`config.mk`:
```
export PLATFORM = sky130hd
export DESIGN_NAME = dssm_fifo
export DESIGN_NICKNAME = d
export VERILOG_FILES = /design/src/rtl/dssm_pkg.sv /design/src/rtl/dssm_fifo.sv
export SDC_FILE = /design/constraint.sdc
export NUM_CORES = 1
export LEC_CHECK = 0
export ABC_AREA = 1
export BUFFER_PORTS_ARGS = -buffer_cell sky130_fd_sc_hd__buf_2
export CAP_MARGIN = 20
export CORE_ASPECT_RATIO = 0.5
export CORE_MARGIN = 2
export CORE_UTILIZATION = 45
export CTS_CLUSTER_DIAMETER = 120
export DETAILED_ROUTE_END_ITERATION = 12
export PLACE_DENSITY = 0.73
export REMOVE_ABC_BUFFERS = 1
export SETUP_SLACK_MARGIN = 0.5
export SYNTH_ARGS = -nofsm -noshare
export SYNTH_HDL_FRONTEND = slang
export SYNTH_SLANG_ARGS = --single-unit
```
`constraint.sdc`:
```
create_clock -name clk -period 3.5 [get_ports clk]
set_input_delay 0.7 -clock clk [delete_from_list [all_inputs] [get_ports clk]]
set_output_delay 0.7 -clock clk [all_outputs]
set_load 0.01 [all_outputs]
```
`src/rtl/dssm_pkg.sv`:
```
// shared types and constants for the dual stack shared memory block
`timescale 1ns / 1ps
`default_nettype none

package dssm_pkg;

	localparam int DEPTH  = 1024;
	localparam int ADDR_W = $clog2(DEPTH);
	localparam int CNT_W  = 11;
	localparam int DATA_W = 32;

	localparam logic [CNT_W-1:0] CAP_RESET = CNT_W'(1024);

	localparam logic [1:0] CMD_PUSH = 2'd0;
	localparam logic [1:0] CMD_POP  = 2'd1;
	localparam logic [1:0] CMD_PEEK = 2'd2;

	localparam logic [1:0] ST_OK        = 2'd0;
	localparam logic [1:0] ST_OVERFLOW  = 2'd1;
	localparam logic [1:0] ST_UNDERFLOW = 2'd2;

	// one classified request on its way to the memory side
	typedef struct packed {
		logic              wr;
		logic              rd;
		logic [ADDR_W-1:0] addr;
		logic [DATA_W-1:0] wdata;
		logic [1:0]        status;
		logic [CNT_W-1:0]  count_low;
		logic [CNT_W-1:0]  count_high;
	} op_t;

	typedef struct packed {
		logic full;
		logic empty;
	} fifo_stat_t;

endpackage

`default_nettype wire

```
`src/rtl/dssm_fifo.sv`:
```
// two entry queue of classified requests
`timescale 1ns / 1ps
`default_nettype none

module dssm_fifo (
	input  wire logic                 clk,
	input  wire logic                 arst_n,
	input  wire logic                 push,
	input  wire dssm_pkg::op_t        push_op,
	input  wire logic                 pop,
	output dssm_pkg::op_t             head_op,
	output dssm_pkg::fifo_stat_t      stat
);
	import dssm_pkg::*;

	op_t        entry_q [2];
	logic       wr_ptr_q, rd_ptr_q;
	logic [1:0] fill_q;

	assign stat.full  = (fill_q == 2'd2);
	assign stat.empty = (fill_q == 2'd0);
	assign head_op    = entry_q[rd_ptr_q];

	always_ff @(posedge clk) begin
		if (push) entry_q[wr_ptr_q] <= push_op;
	end

	always_ff @(posedge clk or negedge arst_n) begin
		if (!arst_n) begin
			wr_ptr_q <= 1'b0;
			rd_ptr_q <= 1'b0;
			fill_q   <= 2'd0;
		end else begin
			if (push) wr_ptr_q <= !wr_ptr_q;
			if (pop)  rd_ptr_q <= !rd_ptr_q;
			case ({push, pop})
				2'b10:   fill_q <= fill_q + 2'd1;
				2'b01:   fill_q <= fill_q - 2'd1;
				default: fill_q <= fill_q;
			endcase
		end
	end

endmodule

`default_nettype wire

```
==> metrics.cfg <==
[routing]
drcViolationCount=0
wl_per_cell_um=13.9
routed_wl_um=9550
vias=3095
initialDrtViolationCount=200
firstDrtPassIters=4
antenna_left=0
via_per_inst=4.51

[worst_setup_path]
r2r_start=wr_ptr_q
cpMaxStageDelayCell=buf_4
reg2regPathDepth=3
timing.rr.end=entry_q[1][30]
cp.required_ns=2.80
cp-end-kind=output pin
slowest_delay_ns=0.54
startpoint_type=flip-flop
crit_path_cell_trace=buf_4, nand2_1, o21ai_1, buf_2
rrSetupSlack_ns=1.80
cp.arrival_ns=1.83
crit_fanout=76
critPathKind=flip-flop to output pin

[final_layout]
layout_commonest_cell=buf_2
multi_input_area_um2=683
num-fill-cells=898
fin_nets=602
stdcell_area_um2=6620
regArea_um2=4190
final_cell_count_no_fill=687
n_antenna_cell=0
mostFrequentLayoutCells=buf_2, edfxtp_1, inv_1, nand2_1, o21ai_1
syn2layout_area_growth_pct=26.4
drive_gt1_frac=0.321

[synth]
synth-async-reset-ratio=0.0286
yosysTopAreaCellShare=0.780
yosysUniqueCellTypes=14
ys_warn_count=0
synth-seq-cells=140
ys.flop_type=edfxtp_1
syn-cell-area_um2=5240
synth.area.top_cells=edfxtp_1, o21ai_1, inv_1
synth-edff-count=136
ys_seq_area_frac=0.799
synth_area_per_cell_um2=13.8
syn_inst=379
synth.largest_area_cell=edfxtp_1

[grt]
grt_pass1_wl_um=15100
grt_pass1_vias=3189
antenna_found_initial=1
grt_max_degree=77
grtUsageTotal=0.164
grt_overflow_total=0

[die]
rows=27
chipWidth_um=157
die_h_um=80.3
io_pins=142
initial_core_util=0.470
core_um2=11100
die-area_um2=12600

[timing]
min_period_over_period=0.723
grt_setup_unrepaired=no
max_freq_mhz=395
setup-violations-final=0
min_period_ns=2.53
slew_violations=0
slew_headroom=0.520
worst_slew_pin_slew_ns=0.718
hold_violations=0
finClkSkew_ns=0.00461

[clocking]
postCtsResizedCells=0
cts_max_path_buffers=2
holdBufCountCts=0
clk_pin_slew_ns=0.05
post_cts_buffers=0
cts_inserted_buffers=17
clock_latency_ns=0.40
cts_sinks=140
htree_num_levels=4
tritoncts=built
root_buffer=clkbuf_16

[placement]
hpwl_um=6180
gp_congestion=0.707
io_buffer_count=141
placed_cell_area_um2=6100
numPlacedInstances=655

[job]
maxCapViolCount=0

[power_and_ir_drop]
p_per_area_nw_per_um2=820
p_leak_nw=2.86
ir_drop_v=0.000513

[status]
status=finished, final reports clean

[min_path]
hp-class=input pin to async pin

## area by class of cell
type	instances	share of cell area
inverters	74	0.0420
clock inverters	12	0.0121
multi-input cells	150	0.103
clock buffers	20	0.0660
flip-flops and latches	140	0.633
well taps	145	0.0274
repair buffers	146	0.116
## where the power goes
part           switching [mW]  internal (mW)
combinational           0.991          0.537
clock                   0.625          0.956
sequential             0.0849           2.23
total                    1.70           3.72
## cells in the mapped netlist (2+ instances only)
cell        n
xor2_1      2
dfrtp_1     4
inv_1      74
nor2_1      3
nand2_1    73
buf_4       9
o21ai_1    62
buf_2       6
edfxtp_1  136
o21ai_0     6
## flip-flops by register name, indices dropped and copies added (netlist names)
| name | count |
|---|---|
| rd_ptr_q | 1 |
| wr_ptr_q | 1 |
| entry_q | 136 |
| fill_q | 2 |
## metrics by stage
step | util | hold WS (ns) | setup WS, ns | setup TNS (ns) | total power, mW
floorplan | - | 0.404 | -0.606 | -41.41 | 3.25
global placement | 0.547 | 0.490 | 1.41 | 0 | 3.87
detailed placement | 0.547 | 0.498 | 1.37 | 0 | 3.91
CTS | 0.593 | 0.0770 | 0.916 | 0 | 5.51
global route | 0.593 | 0.0851 | 0.802 | 0 | 5.76
finish | 0.593 | 0.0949 | 0.970 | 0 | 5.42
## cell families after synthesis
group / Yosys count / synth area share
xor gates and xnor gates: 3 / 0.00502
DFF: 140 / 0.799
AOI/OAI and AO/OA: 68 / 0.0650
buffers and inverters: 89 / 0.0717
and+or+nand+nor: 78 / 0.0566
adders and majority gates: 1 / 0.00239
## layer usage
metal,global-route usage,vias to the layer above,routed length (um)
met5,0,-,16
met4,0.104,2,257
met3,0.0421,20,356
met2,0.281,64,4960
met1,0.188,1431,3960
li1,-,1578,-
## worst max-delay path by stage
stage / start / end / slack [ns]
floorplan: push / entry_q[0][0] / -0.61
global placement: push / entry_q[1][30] / 1.41
detailed placement: rd_ptr_q / head_op[24] / 1.37
CTS: rd_ptr_q / head_op[65] / 0.92
global route: rd_ptr_q / head_op[65] / 0.80
finish: rd_ptr_q / head_op[24] / 0.97
## worst max-delay path, delay by kind of cell, from the launching register on
| kind | cells | cell delay [ns] |
|---|---|---|
| buffers and inverters | 2 | 0.70 |
| and+or+nand+nor | 1 | 0.15 |
| AOI/OAI and AO/OA | 1 | 0.14 |
| DFF | 1 | 0.40 |
No activity file was read; power rests on OpenSTA's default activity.
