$ cat config.mk
export PLATFORM = sky130hd
export DESIGN_NAME = dssm_front
export DESIGN_NICKNAME = d
export VERILOG_FILES = /design/src/rtl/dssm_pkg.sv /design/src/rtl/dssm_front.sv
export SDC_FILE = /design/constraint.sdc
export NUM_CORES = 1
export LEC_CHECK = 0
export BUFFER_PORTS_ARGS = -buffer_cell sky130_fd_sc_hd__buf_2
export CORE_ASPECT_RATIO = 1.2
export CORE_MARGIN = 2
export CORE_UTILIZATION = 40
export CTS_BUF_LIST = sky130_fd_sc_hd__clkbuf_4
export CTS_CLUSTER_DIAMETER = 150
export CTS_CLUSTER_SIZE = 28
export DETAILED_ROUTE_END_ITERATION = 8
export PLACE_DENSITY_LB_ADDON = 0.2
export REMOVE_ABC_BUFFERS = 1
export SYNTH_ARGS = -nofsm -noshare
export SYNTH_HDL_FRONTEND = slang
export SYNTH_SLANG_ARGS = --single-unit
$ cat constraint.sdc
create_clock -name clk -period 7.2 [get_ports clk]
set_input_delay 1.44 -clock clk [delete_from_list [all_inputs] [get_ports clk]]
set_output_delay 1.44 -clock clk [all_outputs]
set_load 0.05 [all_outputs]
$ cat src/rtl/dssm_pkg.sv
// shared types and constants for the dual stack shared memory block
`timescale 1ns / 1ps
`default_nettype none

package dssm_pkg;

	localparam int DEPTH  = 1024;
	localparam int ADDR_W = $clog2(DEPTH);
	localparam int CNT_W  = 11;
	localparam int DATA_W = 32;

	localparam logic [CNT_W-1:0] CAP_RESET = CNT_W'(1024);

	localparam logic [1:0] CMD_PUSH = 2'd0;
	localparam logic [1:0] CMD_POP  = 2'd1;
	localparam logic [1:0] CMD_PEEK = 2'd2;

	localparam logic [1:0] ST_OK        = 2'd0;
	localparam logic [1:0] ST_OVERFLOW  = 2'd1;
	localparam logic [1:0] ST_UNDERFLOW = 2'd2;

	// one classified request on its way to the memory side
	typedef struct packed {
		logic              wr;
		logic              rd;
		logic [ADDR_W-1:0] addr;
		logic [DATA_W-1:0] wdata;
		logic [1:0]        status;
		logic [CNT_W-1:0]  count_low;
		logic [CNT_W-1:0]  count_high;
	} op_t;

	typedef struct packed {
		logic full;
		logic empty;
	} fifo_stat_t;

endpackage

`default_nettype wire

$ cat src/rtl/dssm_front.sv
// request classification, occupancy counts and capacity register
`timescale 1ns / 1ps
`default_nettype none

module dssm_front (
	input  wire logic                        clk,
	input  wire logic                        arst_n,
	input  wire logic                        in_valid,
	output logic                             in_ready,
	input  wire logic [1:0]                  cmd,
	input  wire logic                        stack_select,
	input  wire logic signed [31:0]          data_in,
	input  wire logic                        cfg_valid,
	output logic                             cfg_ready,
	input  wire logic [10:0]                 capacity_in_use,
	input  wire dssm_pkg::fifo_stat_t        fifo_stat,
	output logic                             op_push,
	output dssm_pkg::op_t                    op
);
	import dssm_pkg::*;

	logic [CNT_W-1:0] low_q, high_q, cap_q;
	logic [CNT_W-1:0] cap_eff, sel_cnt, new_low, new_high, addr_full;
	logic [CNT_W:0]   total;
	logic             accept, cfg_wr;

	assign in_ready  = !fifo_stat.full;
	assign cfg_ready = 1'b1;
	assign accept    = in_valid && in_ready;
	assign cfg_wr    = cfg_valid && cfg_ready;
	assign op_push   = accept;

	always_comb begin
		cap_eff   = (cap_q > CNT_W'(DEPTH)) ? CNT_W'(DEPTH) : cap_q;
		total     = {1'b0, low_q} + {1'b0, high_q};
		sel_cnt   = stack_select ? high_q : low_q;
		new_low   = low_q;
		new_high  = high_q;
		addr_full = '0;
		op.wr     = 1'b0;
		op.rd     = 1'b0;
		op.status = ST_OK;
		case (cmd)
			CMD_PUSH: begin
				if (total >= {1'b0, cap_eff}) begin
					op.status = ST_OVERFLOW;
				end else begin
					op.wr = 1'b1;
					if (stack_select) begin
						addr_full = cap_eff - CNT_W'(1) - high_q;
						new_high  = high_q + CNT_W'(1);
					end else begin
						addr_full = low_q;
						new_low   = low_q + CNT_W'(1);
					end
				end
			end
			CMD_POP, CMD_PEEK: begin
				if (sel_cnt == '0) begin
					op.status = ST_UNDERFLOW;
				end else begin
					op.rd = 1'b1;
					if (stack_select) begin
						addr_full = cap_eff - high_q;
						if (cmd == CMD_POP) new_high = high_q - CNT_W'(1);
					end else begin
						addr_full = low_q - CNT_W'(1);
						if (cmd == CMD_POP) new_low = low_q - CNT_W'(1);
					end
				end
			end
			default: begin
			end
		endcase
		op.addr       = addr_full[ADDR_W-1:0];
		op.wdata      = data_in;
		op.count_low  = new_low;
		op.count_high = new_high;
	end

	always_ff @(posedge clk or negedge arst_n) begin
		if (!arst_n) begin
			low_q  <= '0;
			high_q <= '0;
			cap_q  <= CAP_RESET;
		end else if (cfg_wr) begin
			// new layout: both stacks start empty
			cap_q  <= capacity_in_use;
			low_q  <= '0;
			high_q <= '0;
		end else if (accept) begin
			low_q  <= new_low;
			high_q <= new_high;
		end
	end

endmodule

`default_nettype wire

==> results of run 1 <==
## worst min path at each step
stage	startpoint	to	slack, ns	cells past startpoint
final	cap_q[8]	cap_q[8]	0.52	1
after global routing	cap_q[5]	cap_q[5]	0.55	1
after CTS	cap_q[8]	cap_q[8]	0.53	1
after detailed placement	cap_q[8]	cap_q[8]	0.50	1
after global placement	cap_q[1]	cap_q[1]	0.49	1
after floorplan	cap_q[0]	cap_q[0]	0.48	1
## cell type report
| class | instances | area (um^2) | area share, % |
|---|---|---|---|
| Multi-Input combinational cell | 539 | 3730 | 68.8 |
| Inverter | 40 | 150 | 2.77 |
| Antenna cell | 1 | 2.50 | 0.0462 |
| Timing Repair Buffer | 75 | 425 | 7.85 |
| Clock buffer | 6 | 45.0 | 0.832 |
| Clock inverter | 2 | 33.8 | 0.624 |
| Tap cell | 164 | 205 | 3.79 |
| Sequential cell | 33 | 827 | 15.3 |
## per-stage QoR
step | util, % | worst slack [ns]
after floorplan | - | 0.549
after global placement | 42.2 | 0.553
after detailed placement | 42.2 | 0.508
after CTS | 42.9 | 0.0635
after global routing | 43.1 | 0.0870
final | 43.1 | 0.342
## layer usage
metal,track usage [%],wire length (um)
met5,4.89,52
met1,35.5,7810
met2,44.8,8910
met3,6.76,1680
met4,9.85,465
## kinds of logic (layout without fill, tap and decap cells)
| family | after synthesis | after routing | synth area share, % |
|---|---|---|---|
| flops | 33 | 33 | 16.2 |
| mux | 23 | 23 | 4.99 |
| compound gates | 207 | 207 | 27.4 |
| simple gates | 229 | 229 | 22.8 |
| fa+ha+maj | 42 | 42 | 10.7 |
| other cells | 1 | 2 | 0.0734 |
| xor+xnor | 37 | 37 | 6.34 |
| buf+inv | 120 | 123 | 11.5 |
## critical path, stage by stage, from the launching register on
cell and delay, ns:
sky130_fd_sc_hd__dfrtp_1 0.41, sky130_fd_sc_hd__ha_1 0.25, sky130_fd_sc_hd__fa_1 0.41, sky130_fd_sc_hd__a21o_1 0.17, sky130_fd_sc_hd__a21oi_1 0.22, sky130_fd_sc_hd__nor2b_1 0.08
sky130_fd_sc_hd__o21a_1 0.20, sky130_fd_sc_hd__o41ai_2 0.36, sky130_fd_sc_hd__or4b_1 0.48, sky130_fd_sc_hd__o211ai_1 0.12, sky130_fd_sc_hd__ha_1 0.30, sky130_fd_sc_hd__and3_1 0.20
sky130_fd_sc_hd__o2111a_1 0.16, sky130_fd_sc_hd__a22oi_2 0.30, sky130_fd_sc_hd__nand3_4 0.20, sky130_fd_sc_hd__or3_4 0.48, sky130_fd_sc_hd__or3_1 0.33, sky130_fd_sc_hd__o211ai_1 0.10
sky130_fd_sc_hd__clkbuf_4 0.27
## state kept, by name (all words and copies together) (netlist names)
register  count
cap_q        11
high_q       11
low_q        11
## cells in the final DEF, fill, tap and decap left out, types with 10 or more instances in the layout
cell,n
sky130_fd_sc_hd__nand3_1,22
sky130_fd_sc_hd__buf_4,19
sky130_fd_sc_hd__mux2_2,15
sky130_fd_sc_hd__a21oi_1,52
sky130_fd_sc_hd__ha_1,39
sky130_fd_sc_hd__nor2_1,51
sky130_fd_sc_hd__xnor2_1,27
sky130_fd_sc_hd__nor3_1,18
sky130_fd_sc_hd__inv_1,39
sky130_fd_sc_hd__nand4_1,14
sky130_fd_sc_hd__and3_1,17
sky130_fd_sc_hd__nor4_1,10
sky130_fd_sc_hd__dfrtp_1,32
sky130_fd_sc_hd__a21o_1,15
sky130_fd_sc_hd__o21ai_0,44
sky130_fd_sc_hd__xor2_1,10
sky130_fd_sc_hd__nand2_1,59
sky130_fd_sc_hd__buf_2,55
## power groups by stage
| stage | Sequential (mW) | Combinational (mW) | Clock (mW) |
|---|---|---|---|
| 6_report | 0.207 | 0.431 | 0.156 |
| 3_5_place_dp | 0.211 | 0.421 | 0 |
| 2_1_floorplan | 0.208 | 0.304 | 0 |
| 3_3_place_gp | 0.210 | 0.417 | 0 |
| 4_1_cts | 0.207 | 0.423 | 0.159 |
| 5_1_grt | 0.209 | 0.469 | 0.166 |
==> results.env, run 1 <==
CTS_POST_SETUP_BUFFERS_INSERTED=0
FINAL-SETUP-VIOL-COUNT=0
PEAK_SUPPLY_DROP_mV=0.0941
CRIT_PATH_END='op[8]'
RRSETUPSLACK_NS=2.18
WORST_CLOCK_SKEW_NS=0.0102
YS_FF_LATCH=33
FINAL_MIN_PERIOD_OVER_CLOCK_PERIOD_PCT=95.3
SYNTHESIS.INSTANCES=692
SETUP_REPAIR_AFTER_GLOBAL_ROUTING_MISSED_ITS_MARGIN='false'
SW_FRAC_OF_TOTAL_PCT=47.4
DP_HPWL_UM=14100
MAXSLEWHEADROOM_PCT=37.9
POWER.SHARE.CLOCK_PCT=19.6
HOLD_WS_NS=0.522
ROUTED_VIA_DENSITY=6.33
CTS-BUFFERS-INSERTED=5
DR.PASS1.ITERS=5
INTPOWER_mW=0.418
SLEW_VIOL_FINAL=0
TIMING_WORST_SETUP_PATH_TYPE='reg -> out'
IO_PINS=123
VIA_COUNT=5440
TIMING.FINAL.HOLD_VIOLATIONS=0
PLACED_CELL_AREA_UM2=5300
SYNTH.AREA.TOP_CELLS='sky130_fd_sc_hd__dfrtp_1, sky130_fd_sc_hd__ha_1, sky130_fd_sc_hd__a21oi_1, sky130_fd_sc_hd__buf_4, sky130_fd_sc_hd__xnor2_1'
AVGSYNTHCELLAREA_UM2=7.39
DRT_DRC_VIOLATIONS_LEFT=0
FILLERINSTANCES=1301
TYPE_OF_ORIGIN_OF_THE_CRITICAL_PATH='flip-flop'
YS_ASYNC_SR_FRACTION_PCT=100
MAXCLOCKFREQUENCY_GHz=0.146
TIGHTESTPINTRANSITION_NS=0.932
FLOORPLAN.DIE.WIDTH_UM=107
SYNTH.LARGEST_AREA_CELL='sky130_fd_sc_hd__dfrtp_1'
SYNTH_EDF_COUNT=0
VIA_COUNT_OF_THE_FIRST_GLOBAL_ROUTING_PASS=5272
STARTPOINT_OF_THE_WORST_SETUP_TIMING_PATH='low_q[0]'
PLACEMENT.IO_BUFFERS=56
DIE_AREA_UM2=13700
CRITICAL_PATH.MAX_FANOUT=10
CTS_HTREE_LEVELS=2
STARTPOINT_OF_THE_WORST_SLACK_REG_TO_REG_TIMING_PATH='low_q[0]'
SYNTH.TOP_CELLS.BY_COUNT='sky130_fd_sc_hd__nand2_1, sky130_fd_sc_hd__a21oi_1, sky130_fd_sc_hd__nor2_1, sky130_fd_sc_hd__o21ai_0'
CP_DATA_REQUIRED_TIME_NS=5.76
OUTCOME='finished clean'
POWER_DENSITY_nW_PER_UM2=147
TIMING.FINAL.CRIT_PERIOD_NS=6.86
PLACED_CELLS=851
CLOCK-SINKS=33
CHIPHEIGHT_UM=128
SYNTH-SEQ-AREA-SHARE_PCT=16.2
HOLD_PATH.CLASS='reg -> reg'
GLOBALPLACE.CONGESTION=0.963
GRT_FIRST_PASS_WIRELENGTH_UM=29500
MAX_CAP_VIOLATIONS=0
CELL_AT_THE_ROOT_OF_THE_CLOCK_TREE='sky130_fd_sc_hd__clkbuf_4'
ARRIVAL_WORST_ENDPOINT_NS=5.42
EFFECTIVE_UTILIZATION_AT_FLOORPLAN_PCT=40.7
FP.COREAREA_UM2=12600
LEAKAGE_nW=2.55
WORSTREGTOREGCELLS=17
FINAL_LAYOUT_SIZE_SUFFIX_GT1_SHARE_PCT=17.3
GLOBAL_ROUTE.USAGE.TOTAL_PCT=27.7
SETUP-TNS-FINAL_NS=0
ROUTED_WIRELENGTH_UM=18900
SYNTH.DISTINCT_CELLS=78
CLKTRANSATPATHREGS_NS=0.13
SYNTH.MOST_COMMON_CELL='sky130_fd_sc_hd__nand2_1'
YOSYS_WARNINGS=0
NETLIST.AREA_LEADER.SHARE_PCT=15.7
REG2REG_TO='high_q[0]'
FINAL_DESIGN_AREA_NO_FILL_UM2=5420
TRITONCTS_CLOCK_TREE='done'
PWR-SHARE-COMB_PCT=54.3
FIN_TOTAL_PWR_mW=0.795
POWER.NET_SWITCHING_mW=0.377
WORSTSETUPENDPOINTTYPE='output pin'
OVERFLOW=0
CLOCK_LATENCY_NS=0.37
CTSLONGESTPATHBUFFERS=2
SYNTH_FF_TYPE='sky130_fd_sc_hd__dfrtp_1'
DETAIL_ROUTE.ITER0.VIOLATIONS=453
POSTCTSRESIZEDCELLS=0
GRT_MAX_DEGREE=38
ANTENNA_FOUND_INITIAL=1
MAPPEDNETLISTAREA_UM2=5110
SHARE_SEQ_OF_TOTAL_POWER_PCT=26.1
DRTANTENNAVIOLNETS=0
AVERAGE_WIRE_LENGTH_PER_CELL_AFTER_DETAIL_ROUTING_UM=22.0
CTS_HOLD_BUFFERS=0
PLACEMENT_ROWS=45
DESIGN.FINAL.NETS=788
FINAL_CELLS=860
SYN2LAYOUT_AREA_GROWTH_PCT=5.97
No activity file was read; power rests on OpenSTA's default activity.
==> inputs of run 2 (changes only) <==
Settings changed: CTS_BUF_LIST sky130_fd_sc_hd__clkbuf_4 to unset, PLACE_DENSITY set to 0.6, PLACE_DENSITY_LB_ADDON 0.2 to unset, RECOVER_POWER set to 50.
==> run 2 against run 1 <==
Effect of this change: the flow now finishes with violations (capacitance limit, slew limit); worst hold slack worse by 0.014 ns; total power is 8.4% higher; register-to-register slack worse by 0.17 ns; clock skew is 0.0013 ns lower; non-clock buffer count is 1 higher; count of clock-buffer cells in the layout is 2 higher; maximum frequency is 0.36% lower; die area stayed put; final cell count stayed put; flip-flop and latch count stayed put.
==> results.env, run 2 (synthesis results as in run 1) <==
OUTCOME='finished with violations'
FAILED_CHECKS='capacitance limit, slew limit'
FINAL-SETUP-VIOL-COUNT=0  # unchanged
MAX_CAP_VIOLATIONS=1  # +1
CTSLONGESTPATHBUFFERS=2  # unchanged
PLACEMENT.IO_BUFFERS=56  # unchanged
HOLDPATHEND='cap_q[6]'
CLOCK-SINKS=33  # unchanged
PLACEMENT_ROWS=45  # unchanged
CTS_HOLD_BUFFERS=0  # unchanged
SLEW_VIOL_FINAL=34  # +34
DRT_DRC_VIOLATIONS_LEFT=0  # unchanged
SETUP_REPAIR_AFTER_GLOBAL_ROUTING_MISSED_ITS_MARGIN='false'
TRITONCTS_CLOCK_TREE='done'
GLOBALPLACE.CONGESTION=0.976  # +1.4%
N_ANTENNA_CELL=0  # -1
ARRIVAL_WORST_ENDPOINT_NS=5.44  # +0.02 ns
CPPEAKSTAGEDELAY_NS=0.50  # +0.02 ns
WORSTREGTOREGCELLS=19  # +2
CP_DATA_REQUIRED_TIME_NS=5.76  # about the same
STARTPOINT_OF_THE_WORST_SLACK_REG_TO_REG_TIMING_PATH='high_q[0]'
FP.COREAREA_UM2=12600  # unchanged
VIA_COUNT_OF_THE_FIRST_GLOBAL_ROUTING_PASS=5219  # -1.0%
SETUP-TNS-FINAL_NS=0  # unchanged
WHS_PATH_DEPTH=1  # unchanged
POWER_DENSITY_nW_PER_UM2=158  # +7.5%
MAXCLOCKFREQUENCY_GHz=0.145  # -0.36%
DIE_AREA_UM2=13700  # unchanged
TIMING_WORST_SETUP_PATH_TYPE='reg -> out'
FINAL_UTIL_PCT=43.5  # +0.36 points
CLKTRANSATPATHREGS_NS=0.06  # -0.07 ns
OVERFLOW=0  # unchanged
CTS_POST_SETUP_BUFFERS_INSERTED=0  # unchanged
MAXSLEWHEADROOM_PCT=-46.0  # -84 points
CRITICAL_PATH.MAX_FANOUT=8  # -2
FLOORPLAN.DIE.WIDTH_UM=107  # unchanged
LAYOUT_COMMONEST_CELL='sky130_fd_sc_hd__nand2_1'
DRTANTENNAVIOLNETS=0  # unchanged
MOSTFREQUENTLAYOUTCELLS='sky130_fd_sc_hd__nand2_1, sky130_fd_sc_hd__buf_2, sky130_fd_sc_hd__a21oi_1'
WORSTSETUPENDPOINTTYPE='output pin'
REG2REG_TO='high_q[2]'
PEAK_SUPPLY_DROP_mV=0.0871  # -7.4%
CTS-BUFFERS-INSERTED=5  # unchanged
ROUTED_WIRELENGTH_UM=18700  # -0.93%
GLOBAL_ROUTE.USAGE.TOTAL_PCT=27.2  # -0.52 points
PLACE_WS_NS=0.655  # +0.147 ns
CTS_HTREE_LEVELS=2  # unchanged
IO_PINS=123  # unchanged
FINAL_CELLS=860  # unchanged
ROUTED_VIA_DENSITY=6.38  # +0.90%
HOLD_WS_NS=0.508  # -0.0137 ns
TIGHTESTPINTRANSITION_NS=2.19  # +1.26 ns
CPMAXSTAGEDELAYCELL='sky130_fd_sc_hd__nor2_1'
PLACED_CELLS=852  # +0.12%
RRSETUPSLACK_NS=2.01  # -0.17 ns
VIA_COUNT=5489  # +0.90%
EFFECTIVE_UTILIZATION_AT_FLOORPLAN_PCT=40.7  # unchanged
CP_CELL_SEQUENCE='ha_1 -> fa_1 -> a21o_1 -> a21oi_1 -> nor2b_1 -> o21a_1 -> o41ai_1 -> buf_4 -> or4b_1 -> o211ai_1 -> ha_1 -> and3_1 -> o2111a_1 -> a22oi_2 -> nand3_2 -> nor2_1 -> nand3_1 -> o211ai_1 -> buf_2'
CLOCK_LATENCY_NS=0.29  # -0.08 ns
WORST_CLOCK_SKEW_NS=0.00899  # -0.00126 ns
CELL_AT_THE_ROOT_OF_THE_CLOCK_TREE='sky130_fd_sc_hd__clkbuf_16'
DP_HPWL_UM=13800  # -1.6%
ANTENNA_FOUND_INITIAL=0  # -1
TIMING.FINAL.HOLD_VIOLATIONS=0  # unchanged
LEAKAGE_nW=2.56  # +0.34%
DETAIL_ROUTE.ITER0.VIOLATIONS=429  # -5.3%
DESIGN.FINAL.NETS=789  # +0.13%
SYN2LAYOUT_AREA_GROWTH_PCT=6.85
FINAL_MIN_PERIOD_OVER_CLOCK_PERIOD_PCT=95.6  # +0.34 points
HOLD_PATH.CLASS='reg -> reg'
CHIPHEIGHT_UM=128  # unchanged
REG_TOP3='cap_q (11), high_q (11), low_q (11)'
TYPE_OF_ORIGIN_OF_THE_CRITICAL_PATH='flip-flop'
TIMING.FINAL.CRIT_PERIOD_NS=6.88  # +0.0246 ns
DR.PASS1.ITERS=5  # unchanged
FINAL_WORST_PATH_SETUP_SLACK_NS=0.317  # -0.0246 ns
HOLD_START='cap_q[6]'
FINAL_LAYOUT_SIZE_SUFFIX_GT1_SHARE_PCT=16.7  # -0.60 points
GRT_MAX_DEGREE=41  # +7.9%
AVERAGE_WIRE_LENGTH_PER_CELL_AFTER_DETAIL_ROUTING_UM=21.8  # -0.93%
GRT_FIRST_PASS_WIRELENGTH_UM=29100  # -1.2%
## run 2: changes by cell type in the layout (fill, tap and decap cells not counted)
cell                        change
sky130_fd_sc_hd__clkbuf_4       -6
sky130_fd_sc_hd__diode_2        -1
sky130_fd_sc_hd__o41ai_2        -1
sky130_fd_sc_hd__nand3_2        +1
sky130_fd_sc_hd__clkbuf_16      +5
sky130_fd_sc_hd__buf_2          -2
sky130_fd_sc_hd__clkinv_1       -1
sky130_fd_sc_hd__buf_4          +1
sky130_fd_sc_hd__o41ai_1        +1
sky130_fd_sc_hd__nand3_4        -1
sky130_fd_sc_hd__bufinv_16      -1
sky130_fd_sc_hd__clkbuf_1       +5
## run 2: area by class of cell
type                       count  area, um^2
clock buffer                   8         136
fill                        1292        7090
inverter                      40         150
multi-input combinational    539        3710
sequential                    33         827
tap                          164         205
timing repair buffer          76         430
## run 2: timing repair
action,CTS,global route
setup endpoints to repair,0,4
endpoints found under the hold margin,0,0
resized for setup,0,3
## run 2: per-stage QoR
stage	power, mW	area [um^2]
finish	0.861	5460
global route	0.908	5460
CTS	0.858	5450
detailed placement	0.635	5310
global placement	0.630	5310
floorplan	0.512	4680
## run 2: per-layer routing
metal,routed length (um),GRT usage [%],vias to the layer above
met5,40,2.26,-
met1,7660,34.5,2616
met4,657,10.2,2
met3,1700,7.22,50
met2,8680,44.0,312
li1,-,-,2509
## run 2: how the worst max path moves through the flow
| stage | start | end | slack [ns] | cells past startpoint |
|---|---|---|---|---|
| after floorplan | low_q[0] | op[17] | 0.55 | 17 |
| after CTS | high_q[0] | op[8] | 0.31 | 17 |
| after global placement | high_q[0] | op[8] | 0.69 | 17 |
| after global routing | high_q[0] | op[3] | 0.01 | 19 |
| after detailed placement | high_q[0] | op[8] | 0.66 | 17 |
| final | high_q[0] | op[1] | 0.32 | 19 |
## run 2: critical path: cells and delay by family, from the launching register on
family	cells	cell delay, ns
simple gates	6	1.64
compound gates	8	1.58
fa+ha+maj	3	0.98
buf+inv	2	0.49
flops	1	0.45
## run 2: power by group
part           internal [mW]  switching, mW
logic                  0.146          0.289
registers              0.196         0.0103
clock network          0.129         0.0911
total                  0.470          0.391
==> inputs of run 3 (changes only) <==
Settings changed: CORE_ASPECT_RATIO 1.2 to unset, SLEW_MARGIN set to 20.
==> run 3 against run 2 <==
Effect of this change: register-to-register slack worse by 0.07 ns; total power is 5.2% higher; highest routed layer unchanged; the flow still finishes with violations (capacitance limit, slew limit); largest power group unchanged; maximum frequency down 1.5%; non-clock buffer count did not move; die area about the same; critical path depth decreased by 2; clock skew fell by 0.0023 ns; first-iteration DRC count up 22%; combinational power barely moved; global-route usage grew 0.49 points; flip-flop and latch count unchanged.
==> results.env, run 3 (synthesis results as in run 1) <==
SETUP_REPAIR_AFTER_GLOBAL_ROUTING_MISSED_ITS_MARGIN='false'
FINAL_UTIL_PCT=43.7  # +0.20 points
PLACEMENT.IO_BUFFERS=56  # unchanged
GRT_FIRST_PASS_WIRELENGTH_UM=29000  # -0.24%
DIE_AREA_UM2=13700  # about the same
CTS_HTREE_LEVELS=2  # unchanged
WORST_CLOCK_SKEW_NS=0.00664  # -0.00234 ns
OUTCOME='finished with violations'
SLEW_VIOL_FINAL=34  # unchanged
N_ANTENNA_CELL=0  # unchanged
DETAIL_ROUTE.ITER0.VIOLATIONS=522  # +22%
ANTENNA_FOUND_INITIAL=0  # unchanged
FINAL_LAYOUT_SIZE_SUFFIX_GT1_SHARE_PCT=16.8  # +0.14 points
IO_PINS=123  # unchanged
WORSTSETUPENDPOINTTYPE='output pin'
EFFECTIVE_UTILIZATION_AT_FLOORPLAN_PCT=40.7  # about the same
FINAL_CELLS=868  # +0.93%
DESIGN.FINAL.NETS=789  # unchanged
PEAK_SUPPLY_DROP_mV=0.0861  # -1.2%
AREA_USED_BY_SEQUENTIAL_LOGIC_IN_THE_LAYOUT_UM2=827  # unchanged
TYPE_OF_ORIGIN_OF_THE_CRITICAL_PATH='flip-flop'
CTS_HOLD_BUFFERS=0  # unchanged
VIA_COUNT_OF_THE_FIRST_GLOBAL_ROUTING_PASS=5140  # -1.5%
DR.PASS1.ITERS=5  # unchanged
ROUTED_VIA_DENSITY=6.24  # -2.2%
HOLD_START='cap_q[2]'
CTSLONGESTPATHBUFFERS=2  # unchanged
MAX_CAP_VIOLATIONS=1  # unchanged
PLACED_CELLS=860  # +0.94%
PLACEMENT_ROWS=41  # -8.9%
FOOTPRINT_OF_THE_MULTI_INPUT_GATES_UM2=3700  # -0.37%
TIMING_WORST_SETUP_PATH_TYPE='reg -> out'
LEAKAGE_nW=2.57  # +0.64%
CTS-BUFFERS-INSERTED=5  # unchanged
MOSTFREQUENTLAYOUTCELLS='sky130_fd_sc_hd__nand2_1, sky130_fd_sc_hd__buf_2, sky130_fd_sc_hd__a21oi_1'
FP.COREAREA_UM2=12600  # about the same
GRT_MAX_DEGREE=39  # -4.9%
REG_TOP3='cap_q (11), high_q (11), low_q (11)'
CHIPHEIGHT_UM=117  # -8.4%
SETUP-TNS-FINAL_NS=0  # unchanged
MAXCLOCKFREQUENCY_GHz=0.143  # -1.5%
CRITICAL_PATH.MAX_FANOUT=8  # unchanged
HOLD_WS_NS=0.508  # +0.000126 ns
STARTPOINT_OF_THE_WORST_SLACK_REG_TO_REG_TIMING_PATH='high_q[0]'
VIA_COUNT=5419  # -1.3%
CP_DATA_REQUIRED_TIME_NS=5.76  # about the same
POWER_DENSITY_nW_PER_UM2=165  # +4.6%
POSTCTSRESIZEDCELLS=0  # unchanged
STARTPOINT_OF_THE_WORST_SETUP_TIMING_PATH='high_q[0]'
FINAL_MIN_PERIOD_OVER_CLOCK_PERIOD_PCT=97.1  # +1.5 points
SYN2LAYOUT_AREA_GROWTH_PCT=7.44
CELL_AT_THE_ROOT_OF_THE_CLOCK_TREE='sky130_fd_sc_hd__clkbuf_16'
LAYOUT_COMMONEST_CELL='sky130_fd_sc_hd__nand2_1'
HOLD_PATH.CLASS='reg -> reg'
TRITONCTS_CLOCK_TREE='done'
DRT_DRC_VIOLATIONS_LEFT=0  # unchanged
PLACED_CELL_AREA_UM2=5320  # +0.19%
FLOORPLAN.DIE.WIDTH_UM=117  # +9.2%
TIMING.FINAL.CRIT_PERIOD_NS=6.99  # +0.106 ns
GLOBAL_ROUTE.USAGE.TOTAL_PCT=27.7  # +0.49 points
ROUTED_WIRELENGTH_UM=18500  # -1.2%
CTS_POST_SETUP_BUFFERS_INSERTED=0  # unchanged
FILLERINSTANCES=1313  # +1.6%
DRTANTENNAVIOLNETS=0  # unchanged
CLOCK-SINKS=33  # unchanged
MAXSLEWHEADROOM_PCT=-45.3  # +0.61 points
FINAL_DESIGN_AREA_NO_FILL_UM2=5490  # +0.55%
GLOBALPLACE.CONGESTION=0.950  # -2.7%
TIGHTESTPINTRANSITION_NS=2.18  # -0.00920 ns
OVERFLOW=0  # unchanged
CLOCK_LATENCY_NS=0.29  # about the same
FAILED_CHECKS='capacitance limit, slew limit'
CLKTRANSATPATHREGS_NS=0.06  # about the same
ARRIVAL_WORST_ENDPOINT_NS=5.55  # +0.11 ns
DP_HPWL_UM=13900  # +0.20%
FINAL-SETUP-VIOL-COUNT=0  # unchanged
TIMING.FINAL.HOLD_VIOLATIONS=0  # unchanged
AVERAGE_WIRE_LENGTH_PER_CELL_AFTER_DETAIL_ROUTING_UM=21.3  # -2.1%
-- run 3: cell count changes in the layout (fill, tap and decap cells not counted) --
cell                        delta
sky130_fd_sc_hd__a2111oi_4     -1
sky130_fd_sc_hd__bufinv_16     +1
sky130_fd_sc_hd__and3_2        -1
sky130_fd_sc_hd__clkbuf_1      -2
sky130_fd_sc_hd__clkbuf_4      -1
sky130_fd_sc_hd__clkbuf_8      +1
sky130_fd_sc_hd__and3_1        +1
sky130_fd_sc_hd__a2111oi_2     +1
sky130_fd_sc_hd__buf_2         +1
-- run 3: cell type report --
type	instances	area share, %
Tap cell	172	3.92
Clock inverter	1	0.547
Timing Repair Buffer	76	7.79
Sequential cell	33	15.1
Multi-Input combinational cell	539	67.4
Inverter	40	2.73
Clock buffer	7	2.60
-- run 3: worst paths after layout --
path	slack, ns	depth (start not counted)	to
max in group asynchronous	4.16	1	low_q[9]
max reg2reg	1.94	17	high_q[2]
max	0.21	17	op[8]
min in group asynchronous	1.79	1	high_q[0]
min	0.51	1	cap_q[2]
min reg2reg	0.51	1	cap_q[2]
-- run 3: critical path, cell delays in order (launching register included) --
cell                        delay, ns
sky130_fd_sc_hd__dfrtp_1         0.44
sky130_fd_sc_hd__ha_1            0.25
sky130_fd_sc_hd__fa_1            0.42
sky130_fd_sc_hd__a21o_1          0.17
sky130_fd_sc_hd__a21oi_1         0.22
sky130_fd_sc_hd__nor2b_1         0.07
sky130_fd_sc_hd__o21a_1          0.20
sky130_fd_sc_hd__o41ai_1         0.29
sky130_fd_sc_hd__buf_4           0.19
sky130_fd_sc_hd__or4b_1          0.42
sky130_fd_sc_hd__o211ai_1        0.12
sky130_fd_sc_hd__ha_1            0.28
sky130_fd_sc_hd__a2111oi_2       0.59
sky130_fd_sc_hd__nand3_2         0.35
sky130_fd_sc_hd__or3_4           0.50
sky130_fd_sc_hd__or3_1           0.32
sky130_fd_sc_hd__o211ai_1        0.11
sky130_fd_sc_hd__buf_2           0.30
-- run 3: report_power, final --
| part | internal, mW | switching (mW) | leakage [nW] |
|---|---|---|---|
| clock | 0.173 | 0.0933 | 0.0841 |
| sequential | 0.196 | 0.0115 | 0.430 |
| combinational | 0.144 | 0.288 | 2.06 |
-- run 3: per-stage QoR --
| stage | total power [mW] | worst slack (ns) |
|---|---|---|
| after floorplan | 0.512 | 0.549 |
| after global placement | 0.626 | 0.705 |
| after detailed placement | 0.636 | 0.580 |
| after CTS | 0.906 | 0.270 |
| after global routing | 0.953 | 0.0663 |
| final | 0.906 | 0.212 |
-- run 3: per-layer routing --
layer / routed length, um / share of wire [%] / GRT usage, %
met2: 8160 / 44 / 41.4
met1: 8040 / 43 / 38.0
met5: 38 / 0.21 / 2.22
met4: 578 / 3.1 / 10.7
met3: 1690 / 9.1 / 7.31
